$ cat src/hw/rtl/tmsd_pkg.sv
//------------------------------------------------------------------------------
// tmsd_pkg
// Shared types and constants for the terminal mouse sequence decoder.
//------------------------------------------------------------------------------
`timescale 1ns / 1ps
package tmsd_pkg;
  localparam int COORD_BITS_DEF = 16;
  localparam int TIME_BITS_DEF  = 32;
  localparam int OUT_COORD_BITS = 16;

  localparam logic [7:0] ESC_CHAR   = 8'h1B;
  localparam logic [7:0] LBRK_CHAR  = 8'h5B;
  localparam logic [7:0] X10_CHAR   = 8'h4D;
  localparam logic [7:0] SGR_CHAR   = 8'h3C;
  localparam logic [7:0] SEMI_CHAR  = 8'h3B;
  localparam logic [7:0] PRESS_CHAR = 8'h4D;
  localparam logic [7:0] REL_CHAR   = 8'h6D;
  localparam logic [7:0] ZERO_CHAR  = 8'h30;
  localparam logic [7:0] NINE_CHAR  = 8'h39;
  localparam logic [7:0] X10_OFFSET = 8'h20;

  localparam logic [31:0] CLICK_WINDOW_RESET = 32'd500000;
  localparam logic [0:0]  REG_CLICK_WINDOW   = 1'b0;

  typedef enum logic [1:0] {
    FMT_NONE = 2'd0,
    FMT_X10  = 2'd1,
    FMT_SGR  = 2'd2,
    FMT_BAD  = 2'd3
  } fmt_t;

  localparam logic [2:0] EV_PRESS   = 3'd0;
  localparam logic [2:0] EV_RELEASE = 3'd1;
  localparam logic [2:0] EV_MOVE    = 3'd2;
  localparam logic [2:0] EV_DRAG    = 3'd3;
  localparam logic [2:0] EV_WHEEL   = 3'd4;

  localparam logic [2:0] BTN_NONE = 3'd0;
  localparam logic [2:0] BTN_WUP  = 3'd5;
  localparam logic [2:0] BTN_WDN  = 3'd6;
endpackage

$ cat src/hw/rtl/tmsd_front.sv
//------------------------------------------------------------------------------
// tmsd_front
// Takes report bytes, tracks the prefix and gathers raw or decimal fields.
// On the last byte it hands one finished report to the queue.
//------------------------------------------------------------------------------
`timescale 1ns / 1ps
module tmsd_front #(
  parameter int COORD_BITS = tmsd_pkg::COORD_BITS_DEF,
  parameter int TIME_BITS  = tmsd_pkg::TIME_BITS_DEF
) (
  input  logic                 clk,
  input  logic                 rst,
  input  logic                 in_valid,
  output logic                 in_ready,
  input  logic [7:0]           byte_in,
  input  logic                 last_byte,
  input  logic [TIME_BITS-1:0] now_us,
  output logic                 rep_valid,
  input  logic                 rep_ready,
  output logic                 rep_ok,
  output logic                 rep_x10,
  output logic                 rep_rel,
  output logic [15:0]          rep_bits,
  output logic [COORD_BITS-1:0] rep_x,
  output logic [COORD_BITS-1:0] rep_y,
  output logic [TIME_BITS-1:0] rep_now
);
  import tmsd_pkg::*;

  logic [3:0]            pos;
  fmt_t                  fmt;
  logic [7:0]            raw_b, raw_x, raw_y;
  logic [1:0]            fidx;
  logic [15:0]           dbtn;
  logic [COORD_BITS-1:0] dx, dy;
  logic                  term, rel, ferr;

  logic [3:0]            pos_next;
  fmt_t                  fmt_next;
  logic [7:0]            raw_b_next, raw_x_next, raw_y_next;
  logic [1:0]            fidx_next;
  logic [15:0]           dbtn_next;
  logic [COORD_BITS-1:0] dx_next, dy_next;
  logic                  term_next, rel_next, ferr_next;
  logic                  take;
  logic [3:0]            digit;

  assign in_ready = rep_ready;
  assign take     = in_valid && in_ready;
  assign digit    = 4'(byte_in - ZERO_CHAR);

  always_comb begin
    pos_next = (pos != 4'd15) ? pos + 4'd1 : pos;
    fmt_next = fmt;
    raw_b_next = raw_b; raw_x_next = raw_x; raw_y_next = raw_y;
    fidx_next = fidx; dbtn_next = dbtn; dx_next = dx; dy_next = dy;
    term_next = term; rel_next = rel; ferr_next = ferr;
    if (pos == 4'd0) begin
      if (byte_in != ESC_CHAR) fmt_next = FMT_BAD;
    end else if (pos == 4'd1) begin
      if (fmt != FMT_BAD && byte_in != LBRK_CHAR) fmt_next = FMT_BAD;
    end else if (pos == 4'd2) begin
      if (fmt == FMT_NONE) begin
        fmt_next = (byte_in == X10_CHAR) ? FMT_X10 :
                   (byte_in == SGR_CHAR) ? FMT_SGR : FMT_BAD;
      end
    end else if (fmt == FMT_X10) begin
      if (pos == 4'd3) raw_b_next = byte_in;
      else if (pos == 4'd4) raw_x_next = byte_in;
      else if (pos == 4'd5) raw_y_next = byte_in;
    end else if (fmt == FMT_SGR && !term && !ferr) begin
      if (byte_in >= ZERO_CHAR && byte_in <= NINE_CHAR) begin
        // shift-add times ten, one digit per item
        if (fidx == 2'd0)
          dbtn_next = (dbtn << 3) + (dbtn << 1) + 16'(digit);
        else if (fidx == 2'd1)
          dx_next = (dx << 3) + (dx << 1) + COORD_BITS'(digit);
        else
          dy_next = (dy << 3) + (dy << 1) + COORD_BITS'(digit);
      end else if (byte_in == SEMI_CHAR) begin
        if (fidx < 2'd2) fidx_next = fidx + 2'd1;
        else ferr_next = 1'b1;
      end else if (byte_in == PRESS_CHAR || byte_in == REL_CHAR) begin
        if (fidx == 2'd2) begin
          term_next = 1'b1;
          rel_next  = (byte_in == REL_CHAR);
        end else begin
          ferr_next = 1'b1;
        end
      end else begin
        ferr_next = 1'b1;
      end
    end
  end

  always_ff @(posedge clk) begin
    if (rst) begin
      pos <= '0; fmt <= FMT_NONE; raw_b <= '0; raw_x <= '0; raw_y <= '0;
      fidx <= '0; dbtn <= '0; dx <= '0; dy <= '0;
      term <= 1'b0; rel <= 1'b0; ferr <= 1'b0;
    end else if (take) begin
      if (last_byte) begin
        pos <= '0; fmt <= FMT_NONE; raw_b <= '0; raw_x <= '0; raw_y <= '0;
        fidx <= '0; dbtn <= '0; dx <= '0; dy <= '0;
        term <= 1'b0; rel <= 1'b0; ferr <= 1'b0;
      end else begin
        pos <= pos_next; fmt <= fmt_next; raw_b <= raw_b_next;
        raw_x <= raw_x_next; raw_y <= raw_y_next; fidx <= fidx_next;
        dbtn <= dbtn_next; dx <= dx_next; dy <= dy_next;
        term <= term_next; rel <= rel_next; ferr <= ferr_next;
      end
    end
  end

  // final report uses the state as updated by the last item
  assign rep_valid = take && last_byte;
  assign rep_x10   = (fmt_next == FMT_X10);
  assign rep_ok    = (pos_next >= 4'd6) && (rep_x10 || (fmt_next == FMT_SGR &&
                     pos_next >= 4'd9 && term_next && !ferr_next));
  assign rep_rel   = rel_next;
  assign rep_bits  = rep_x10 ? {8'd0, 8'(raw_b_next - X10_OFFSET)} : dbtn_next;
  assign rep_x     = rep_x10 ? COORD_BITS'({{COORD_BITS{1'b0}}, raw_x_next})
                             - COORD_BITS'(33) : dx_next - COORD_BITS'(1);
  assign rep_y     = rep_x10 ? COORD_BITS'({{COORD_BITS{1'b0}}, raw_y_next})
                             - COORD_BITS'(33) : dy_next - COORD_BITS'(1);
  assign rep_now   = now_us;
endmodule

$ cat src/hw/rtl/tmsd_queue.sv
//------------------------------------------------------------------------------
// tmsd_queue
// Two-entry queue of finished reports between the front and back parts.
//------------------------------------------------------------------------------
`timescale 1ns / 1ps
module tmsd_queue #(
  parameter int WIDTH = 8
) (
  input  logic             clk,
  input  logic             rst,
  input  logic             wr_valid,
  output logic             wr_ready,
  input  logic [WIDTH-1:0] wr_data,
  output logic             rd_valid,
  input  logic             rd_ready,
  output logic [WIDTH-1:0] rd_data
);
  logic [WIDTH-1:0] mem [2];
  logic             wptr, rptr;
  logic [1:0]       count;
  logic             push, pop;

  assign wr_ready = (count != 2'd2);
  assign rd_valid = (count != 2'd0);
  assign push     = wr_valid && wr_ready;
  assign pop      = rd_valid && rd_ready;
  assign rd_data  = mem[rptr];

  always_ff @(posedge clk) begin
    if (push) mem[wptr] <= wr_data;
  end

  always_ff @(posedge clk) begin
    if (rst) begin
      wptr <= 1'b0; rptr <= 1'b0; count <= '0;
    end else begin
      if (push) wptr <= ~wptr;
      if (pop) rptr <= ~rptr;
      count <= count + 2'(push) - 2'(pop);
    end
  end

  a_no_overflow: assert property (@(posedge clk) disable iff (rst)
    count == 2'd2 && !pop |=> count == 2'd2)
    else $error("queue count lost");
  a_count_range: assert property (@(posedge clk) disable iff (rst)
    count != 2'd3) else $error("queue count out of range");
  a_ptr_match: assert property (@(posedge clk) disable iff (rst)
    (count == 2'd0 || count == 2'd2) |-> wptr == rptr)
    else $error("queue pointers disagree");
endmodule

$ cat src/hw/rtl/tmsd_back.sv
//------------------------------------------------------------------------------
// tmsd_back
// Turns a finished report into an event: held button, click run, totals.
// Output register decouples the receiver.
//------------------------------------------------------------------------------
`timescale 1ns / 1ps
module tmsd_back #(
  parameter int COORD_BITS = tmsd_pkg::COORD_BITS_DEF,
  parameter int TIME_BITS  = tmsd_pkg::TIME_BITS_DEF
) (
  input  logic                  clk,
  input  logic                  rst,
  input  logic [31:0]           click_window_us,
  input  logic                  rep_valid,
  output logic                  rep_ready,
  input  logic                  rep_ok,
  input  logic                  rep_x10,
  input  logic                  rep_rel,
  input  logic [15:0]           rep_bits,
  input  logic [COORD_BITS-1:0] rep_x,
  input  logic [COORD_BITS-1:0] rep_y,
  input  logic [TIME_BITS-1:0]  rep_now,
  output logic                  out_valid,
  input  logic                  out_ready,
  output logic                  status,
  output logic [2:0]            event_type,
  output logic [2:0]            button,
  output logic [15:0]           pos_x,
  output logic [15:0]           pos_y,
  output logic [2:0]            modifiers,
  output logic signed [1:0]     wheel_step,
  output logic                  click_second,
  output logic                  click_third,
  output logic [31:0]           valid_count,
  output logic [31:0]           invalid_count
);
  import tmsd_pkg::*;

  logic [2:0]           held;
  logic [TIME_BITS-1:0] last_press;
  logic [1:0]           run;
  logic [31:0]          vtot, itot;

  logic [2:0]           held_next, typ, btn;
  logic [1:0]           run_next, code;
  logic signed [1:0]    dlt;
  logic                 take;
  logic [TIME_BITS-1:0] diff;
  logic                 in_win;

  assign rep_ready = !out_valid || out_ready;
  assign take      = rep_valid && rep_ready;
  assign code      = rep_bits[1:0];
  assign diff      = rep_now - last_press;
  assign in_win    = (64'(diff) < 64'(click_window_us));

  always_comb begin
    held_next = held;
    dlt = 2'sd0;
    if (rep_bits[6]) begin
      typ = EV_WHEEL;
      btn = (code == 2'd0) ? BTN_WUP : BTN_WDN;
      dlt = (code == 2'd0) ? 2'sd1 : -2'sd1;
    end else if (rep_bits[5]) begin
      typ = (held != BTN_NONE) ? EV_DRAG : EV_MOVE;
      btn = held;
    end else if (rep_x10 ? (code == 2'd3) : rep_rel) begin
      typ = EV_RELEASE;
      btn = (rep_x10 || held != BTN_NONE) ? held : 3'(code) + 3'd1;
      held_next = BTN_NONE;
    end else begin
      typ = EV_PRESS;
      btn = 3'(code) + 3'd1;
      held_next = btn;
    end
    if (!in_win) run_next = 2'd1;
    else if (run != 2'd3) run_next = run + 2'd1;
    else run_next = run;
  end

  always_ff @(posedge clk) begin
    if (rst) begin
      held <= BTN_NONE; last_press <= '0; run <= '0; vtot <= '0; itot <= '0;
      out_valid <= 1'b0;
    end else begin
      if (out_valid && out_ready) out_valid <= 1'b0;
      if (take) begin
        out_valid <= 1'b1;
        if (!rep_ok) begin
          itot <= itot + 32'd1;
        end else begin
          vtot <= vtot + 32'd1;
          held <= held_next;
          if (typ == EV_PRESS) begin
            run <= run_next;
            last_press <= rep_now;
          end
        end
      end
    end
  end

  always_ff @(posedge clk) begin
    if (take) begin
      status        <= !rep_ok;
      event_type    <= rep_ok ? typ : EV_PRESS;
      button        <= rep_ok ? btn : BTN_NONE;
      pos_x         <= rep_ok ? 16'({{32{1'b0}}, rep_x}) : 16'd0;
      pos_y         <= rep_ok ? 16'({{32{1'b0}}, rep_y}) : 16'd0;
      modifiers     <= rep_ok ? rep_bits[4:2] : 3'd0;
      wheel_step    <= rep_ok ? dlt : 2'sd0;
      click_second  <= rep_ok && typ == EV_PRESS && run_next == 2'd2;
      click_third   <= rep_ok && typ == EV_PRESS && run_next == 2'd3;
      valid_count   <= rep_ok ? vtot + 32'd1 : vtot;
      invalid_count <= rep_ok ? itot : itot + 32'd1;
    end
  end

  a_one_total: assert property (@(posedge clk) disable iff (rst)
    take |=> (vtot + itot) == $past(vtot + itot) + 32'd1)
    else $error("totals did not advance by one");
  a_hold_stall: assert property (@(posedge clk) disable iff (rst)
    out_valid && !out_ready |=> out_valid && $stable(valid_count))
    else $error("result changed under stall");
  a_click_flags: assert property (@(posedge clk) disable iff (rst)
    out_valid |-> !(click_second && click_third))
    else $error("double and triple both set");
endmodule

$ cat src/hw/rtl/terminal_mouse_sequence_decoder_unit.sv
//------------------------------------------------------------------------------
// terminal_mouse_sequence_decoder_unit
// Decodes X10 and SGR terminal mouse reports into press, release, move,
// drag and wheel events with click counting.
//------------------------------------------------------------------------------
// Usage:
//   Input channel (in_valid/in_ready) takes one report byte per cycle with
//   last_byte and now_us. Each item marked last_byte yields exactly one
//   result on the output channel (out_valid/out_ready); other items yield
//   none. One byte per cycle is taken back to back while in_ready stays high.
//   Each finished report is written into the queue and then registered in
//   the back stage's output register.
//   The front gathers fields with one shift-add per byte; the back stage
//   applies held-button and click-window state, one report per cycle unless the receiver stalls.
//   A two-entry queue plus the output register let the input keep flowing
//   while the receiver stalls; when all are full in_ready drops.
//   click_window_us is written over the APB port at address 0; users must write it only while idle (not enforced).
//   Reset (rst, synchronous) clears all sequence state, the held button,
//   click run and totals, and sets the window to 500000 us.
//------------------------------------------------------------------------------
`timescale 1ns / 1ps
module terminal_mouse_sequence_decoder_unit #(
  parameter int COORD_BITS = tmsd_pkg::COORD_BITS_DEF,
  parameter int TIME_BITS  = tmsd_pkg::TIME_BITS_DEF
) (
  input  logic                 clk,
  input  logic                 rst,
  input  logic                 psel,
  input  logic                 penable,
  input  logic                 pwrite,
  input  logic [2:0]           paddr,
  input  logic [31:0]          pwdata,
  output logic [31:0]          prdata,
  output logic                 pready,
  input  logic                 in_valid,
  output logic                 in_ready,
  input  logic [7:0]           byte_in,
  input  logic                 last_byte,
  input  logic [31:0]          now_us,
  output logic                 out_valid,
  input  logic                 out_ready,
  output logic                 status,
  output logic [2:0]           event_type,
  output logic [2:0]           button,
  output logic [15:0]          pos_x,
  output logic [15:0]          pos_y,
  output logic [2:0]           modifiers,
  output logic signed [1:0]    wheel_step,
  output logic                 click_second,
  output logic                 click_third,
  output logic [31:0]          valid_count,
  output logic [31:0]          invalid_count
);
  import tmsd_pkg::*;

  localparam int QW = 3 + 16 + 2 * COORD_BITS + TIME_BITS;

  logic [31:0]           click_window_us;
  logic [TIME_BITS-1:0]  now_t;
  logic                  f_valid, f_ready, q_valid, q_ready;
  logic                  f_ok, f_x10, f_rel, q_ok, q_x10, q_rel;
  logic [15:0]           f_bits, q_bits;
  logic [COORD_BITS-1:0] f_x, f_y, q_x, q_y;
  logic [TIME_BITS-1:0]  f_now, q_now;

  assign pready = 1'b1;
  // register index sits above the byte lane bits
  assign prdata = (paddr[2] == REG_CLICK_WINDOW) ? click_window_us : 32'd0;

  always_ff @(posedge clk) begin
    if (rst) begin
      click_window_us <= CLICK_WINDOW_RESET;
    end else if (psel && penable && pwrite && paddr[2] == REG_CLICK_WINDOW) begin
      click_window_us <= pwdata;
    end
  end

  assign now_t = TIME_BITS'({{32{1'b0}}, now_us});

  tmsd_front #(.COORD_BITS(COORD_BITS), .TIME_BITS(TIME_BITS)) u_front (
    .clk, .rst, .in_valid, .in_ready, .byte_in, .last_byte, .now_us(now_t),
    .rep_valid(f_valid), .rep_ready(f_ready), .rep_ok(f_ok), .rep_x10(f_x10),
    .rep_rel(f_rel), .rep_bits(f_bits), .rep_x(f_x), .rep_y(f_y),
    .rep_now(f_now)
  );

  tmsd_queue #(.WIDTH(QW)) u_queue (
    .clk, .rst,
    .wr_valid(f_valid), .wr_ready(f_ready),
    .wr_data({f_ok, f_x10, f_rel, f_bits, f_x, f_y, f_now}),
    .rd_valid(q_valid), .rd_ready(q_ready),
    .rd_data({q_ok, q_x10, q_rel, q_bits, q_x, q_y, q_now})
  );

  tmsd_back #(.COORD_BITS(COORD_BITS), .TIME_BITS(TIME_BITS)) u_back (
    .clk, .rst, .click_window_us,
    .rep_valid(q_valid), .rep_ready(q_ready), .rep_ok(q_ok), .rep_x10(q_x10),
    .rep_rel(q_rel), .rep_bits(q_bits), .rep_x(q_x), .rep_y(q_y),
    .rep_now(q_now),
    .out_valid, .out_ready, .status, .event_type, .button, .pos_x, .pos_y,
    .modifiers, .wheel_step, .click_second, .click_third,
    .valid_count, .invalid_count
  );
endmodule

$ cat config.mk
export PLATFORM = sky130hd
export DESIGN_NAME = terminal_mouse_sequence_decoder_unit
export DESIGN_NICKNAME = d
export VERILOG_FILES = /design/src/hw/rtl/tmsd_pkg.sv /design/src/hw/rtl/tmsd_front.sv /design/src/hw/rtl/tmsd_queue.sv /design/src/hw/rtl/tmsd_back.sv /design/src/hw/rtl/terminal_mouse_sequence_decoder_unit.sv
export SDC_FILE = /design/constraint.sdc
export NUM_CORES = 1
export LEC_CHECK = 0
export BUFFER_PORTS_ARGS = -buffer_cell sky130_fd_sc_hd__buf_2
export CORE_ASPECT_RATIO = 0.8
export CORE_MARGIN = 2
export CORE_UTILIZATION = 55
export DETAILED_ROUTE_END_ITERATION = 6
export PLACE_DENSITY_LB_ADDON = 0.12
export RECOVER_POWER = 25
export SLEW_MARGIN = 25
export SYNTH_ARGS = -nofsm -noshare
export SYNTH_HDL_FRONTEND = slang
export SYNTH_SLANG_ARGS = --single-unit
$ cat constraint.sdc
create_clock -name clk -period 15.8 [get_ports clk]
set_input_delay 1.58 -clock clk [delete_from_list [all_inputs] [get_ports clk]]
set_output_delay 1.58 -clock clk [all_outputs]
set_load 0.02 [all_outputs]
Yosys cells after proc, flatten, opt, wreduce, memory -nomap -nowiden
Memory sizes are Yosys's and may differ from the RTL's. A register that Yosys moved wholly into a read port is not among the register bits.
Index checks and enable logic that the tools add are counted.

storage, ports and cells
  memories kept = 1
  word-level logic and storage cells = 262
  input bits = 83
  output and inout port bits = 145
  memory bits (writable) = 166
  latch bits = 0
  bits in read-only memories = 0
  register bits = 331

memory list
  name         depth  bits a word  rd ports  clocked after Yosys merged registers in  write ports  RTL line          RTL
  u_queue.mem  2      83           1         1                                        1            tmsd_queue.sv:18  logic [WIDTH-1:0] mem [2];

cells by class
  bitwise gates (word level) = 5
  muxes and demuxes = 124
  reduce and logical (&&, ||, !) cells = 43
  multiply operators = 0
  order comparisons = 6
  divide/modulo/power cells = 0
  eq/ne operators = 29
  add/subtract/negate cells = 21
  shifts and indexed selects = 0

operators by type and width
  cell                   count
  $mux 16                29
  $mux 8                 21
  $mux 32                3
  $add 32x1->32 const B  2
  $add 16x16->16         3
  $add 16x4->16          3
  $mux 2                 21
  $mux 1                 41
  $lt 32x32->1           1
  $sub 16x1->16 const B  2
  $sub 32x32->32         1
  $mux 3                 7
  $logic_and 1x1->1      19
  $sub 8x6->9 const B    2
  $eq 8x6->1 const B     2
  $eq 8x7->1 const B     2
  $ne 2x2->1 const B     8
  $eq 2x2->1 const B     6
  $reduce_bool 2->1      5
  $reduce_and 9->1       1
  $eq 4x2->1 const B     2
  $eq 4x3->1 const B     2
  $ge 8x6->1 const B     1
  $le 8x6->1 const B     1
  26 further kinds       43

Depth between registers and ports, before layout
  depth in word-level cells = 14
  gate-level depth with buffers = 26
  gate-level depth less buffers = 23

Modules after synthesis
Synthesis repeated with hierarchy kept, for this count alone.

second synthesis, totals
  cells, all modules = 2800
  area, all modules = 28104.5 µm²

by module, submodules not included
  module                                instances  area an instance (µm²)  cells an instance  seq. area each (µm²)
  tmsd_back                             1          11497.3                 1228               5345.1
  tmsd_front                            1          8375.5                  1113               1661.6
  tmsd_queue                            1          6568.8                  282                5084.9
  terminal_mouse_sequence_decoder_unit  1          1662.8                  177                640.6

Worst setup path after synthesis
OpenSTA, ideal clock, no wires.

  kind = in2reg
  start = input out_ready
  end = register u_queue.count[0]
  path slack = 9404 ps
  data arrival time = 6270 ps
  required time = 15674 ps
  stages on the path = 8
  cells stage by stage = nand2b_1 o21ai_1 inv_1 buf_1 ha_1 inv_1 ha_1 nor2b_1

on the way
  word-level cells in the longest chain between the ends = 3

RTL lines
  item                  RTL line                                    RTL
  from (decl)           terminal_mouse_sequence_decoder_unit.sv:41  input logic out_ready,
  $logic_or 1x1->1      tmsd_back.sv:51                             assign rep_ready = !out_valid || out_ready;
  $logic_and 1x1->1     --
  via u_back.take       tmsd_back.sv:47                             logic take;
  $sub 2x1->2           tmsd_queue.sv:39                            count <= count + 2'(push) - 2'(pop);
  to (signal assigned)  tmsd_queue.sv:39
  to (decl)             tmsd_queue.sv:20                            logic [1:0] count;

The timed path passes the listed nets, and every way through them passes these cells.
A chain may end at the register's enable or synchronous reset.

==> out/results.tsv <==
metric	value	unit
final setup violation count	0	
hold-fix buffer count after cts	0	
RePlAce Congestion	0.923	
total die area	0.0467	mm^2
drt initial violations	1286	
Worst setup EP type	flip-flop	
max-cap violations	5	
Critical Path AT	9.54	ns
number of port buffers	224	
Top-Level Pins	228	
violated checks	max-capacitance violations, max-slew violations	
status	finished with violations	
fin nets	2895	
Peak Freq	109	MHz
Starting Density	55.7	%
clk buf depth	3	
NetSw	1.21	mW
share of post-route cells with drive strength above 1	12.9	%
row count	69	
H-tree levels	2	
All-Layer GR Usage	24.6	%
post-synth cell types	86	
Setup Fix Bufs, Post-CTS	0	
critical path class	reg2reg	
post-layout min period	9.20	ns
Placeable Area	0.0444	mm^2
Worst-Margin Slew	6.62	ns
Critical Path Source Type	flip-flop	
Worst Clk Skew	0.0210	ns
Num CTS Buffers	47	
final wirelength	57.9	mm
WHS Path Cells	2	
#FFs+latches synth	470	
Synth-to-Final Area Change	12.8	%
routed len/inst	17.5	um
1st-pass router iterations	5	
fraction of registers with async set/reset	0	%
worst min path class	reg2reg	
Chip Height	194	um
post-synthesis sequential area ratio	48.5	%
YS warnings	0	
Internal	2.53	mW
setup_tns	0	ns
Reg clk slew, reported paths	0.06	ns
syn_nets	2714	
Detail Placement HPWL	40.4	mm
Via density	5.66	
Total Power	3.75	mW
Util after Layout	62.8	%
Register-to-Register Path Depth	18	
number of global-route vias before repair	17900	
first-pass GRT wire length	92.5	mm
Hold Vio Cnt, Final	0	
worst vdd ir	86.8	uV
Worst-Skew Late Latency	0.60	ns
slew margin rel.	-341	%
total congestion overflow	0	
mux cell area share after synthesis	5.04	%
Reg power frac	41.6	%
Post-CTS Resized	0	
Netlist Area Pre-Place	0.0247	mm^2
RSZ-0062 raised after global routing	no	
Simple-Gate Fraction of Synth Area	15.9	%
CTS Sinks	470	
largest net degree at the start of global routing	141	
Synth Area in Adders	7.69	%
critical-path maximum fanout	49	
Sw Ratio	32.4	%
Final Max Slew Viols	349	
initial antenna violation count	5	
vias post-DR	18700	
Static Leak	10.8	nW
root buffer cell	clkbuf_16	
number of flops mapped to enable cells by yosys	258	
Synth Area in Compound Gates	12.2	%
Req. time, crit path	16.14	ns
Clock power frac	30.9	%
commonest register cell after synthesis	edfxtp_1	
post-route ant nets	0	
CTS tree	yes	
Post-Synthesis Cells	2484	
Synth Area in XOR/XNOR	7.12	%
post-route clock period utilization	58.2	%
post-synthesis area per instance	9.96	um^2
Die Wd	241	um
# DRC	0	
Cell Pwr Density	134	mW/mm^2
combinational power share	27.5	%
main combinational cell family by area after synthesis	simple AND/OR/NAND/NOR gates	
## area by class of cell
cell class | instances | area (um^2)
fillers | 3746 | 16500
clock buffers | 65 | 1330
multi-input cells | 1789 | 11900
diodes | 3 | 7.51
flip-flops and latches | 470 | 12000
repair buffers | 240 | 1200
clock inverters | 23 | 279
inverters | 117 | 442
well taps | 603 | 754
## synth_stat cells (all sizes together) (48+ instances only)
master,n,area [um^2]
a22oi,48,360
inv,117,439
ha,140,1750
clkbuf,91,342
xor2,88,771
nor3,60,305
edfxtp,258,7750
xnor2,113,990
dfxtp,212,4240
nand2,183,687
nor2,370,1390
o21ai,105,537
mux2i,83,831
a21oi,132,661
## per-layer routing
metal	track usage, %	share of wire (%)	wire length (um)	vias up
li1	-	-	-	9215
met1	36.0	47	27500	8995
met2	38.2	45	26200	463
met3	3.87	5.8	3350	69
met4	6.31	1.5	889	4
met5	0	0.041	24	-
## placed cells by master (no fill, tap or decap), drive strengths merged, types with 14 or more instances in the layout
cell | synthesis | layout
nand2b | 15 | 15
and2 | 14 | 14
inv | 117 | 117
or3 | 29 | 29
dfxtp | 212 | 212
nor2 | 370 | 370
xor2 | 88 | 88
nor2b | 21 | 21
a21oi | 132 | 132
nand4 | 21 | 21
nor3 | 60 | 60
edfxtp | 258 | 258
nand2 | 183 | 183
o21a | 17 | 17
a21o | 32 | 32
mux2 | 37 | 37
and3 | 24 | 24
clkinv | 0 | 16
clkbuf | 91 | 96
ha | 140 | 140
buf | 17 | 209
a22oi | 48 | 48
xnor2 | 113 | 113
a211oi | 46 | 46
nand3 | 46 | 46
o21ai | 105 | 105
mux2i | 83 | 83
## worst paths after layout
path                                     from                               end  slack [ns]
max                                 flip-flop     u_back.click_second$_DFFE_PP_        6.60
min          click_window_us[10]$_SDFFE_PP0P_  click_window_us[10]$_SDFFE_PP0P_        0.46
max reg2reg                         flip-flop     u_back.click_second$_DFFE_PP_        6.60
min reg2reg  click_window_us[10]$_SDFFE_PP0P_  click_window_us[10]$_SDFFE_PP0P_        0.46
## sequential cells by signal (all words and copies together), names as in the netlist, 32 cells and up, named ones only
signal and cells:
u_queue.mem 148, click_window_us 32, u_back.valid_count 32, u_back.vtot 32, u_back.itot 32, u_back.last_press 32
u_back.invalid_count 32
## power by group through the flow
| stage | clock, mW | combinational, mW | sequential [mW] |
|---|---|---|---|
| 3_3_place_gp | 0 | 1.00 | 1.58 |
| 5_1_grt | 1.23 | 1.14 | 1.58 |
| 3_5_place_dp | 0 | 1.02 | 1.58 |
| 2_1_floorplan | 0 | 0.596 | 1.71 |
| 6_report | 1.16 | 1.03 | 1.56 |
| 4_1_cts | 1.18 | 1.03 | 1.55 |
## worst max-delay path, cell delays in order (launching register included)
cell and delay [ns]:
dfxtp_1 1.29, clkbuf_1 2.65, mux2_2 0.52, ha_1 0.37
a21o_1 0.18, or3b_2 0.43, o21ai_0 0.34, a21boi_0 0.22
o31ai_1 0.57, o2111ai_1 0.23, a21oi_1 0.23, xnor2_1 0.10
ha_1 0.29, nand2_1 0.06, nor3_1 0.42, o2111ai_1 0.29
a211oi_1 0.40, nor3_1 0.11, and3_1 0.17
## cell families after synthesis
group,count (synthesis)
mux,120
compound gates,470
xor+xnor,201
buf+inv,225
other cells,1
fa+ha+maj,148
simple gates,849
flops,470
## stage by stage
step	cell area (um^2)	instances	hold slack [ns]	setup WS, ns
3_5_place_dp	26400	3219	0.447	9.40
6_report	27900	3310	0.456	6.60
5_1_grt	27900	3309	0.477	5.97
2_1_floorplan	24700	2484	0.436	9.40
4_1_cts	28000	3307	0.456	9.38
3_3_place_gp	26300	3218	0.442	9.40
(Power assumes the default switching activity.)
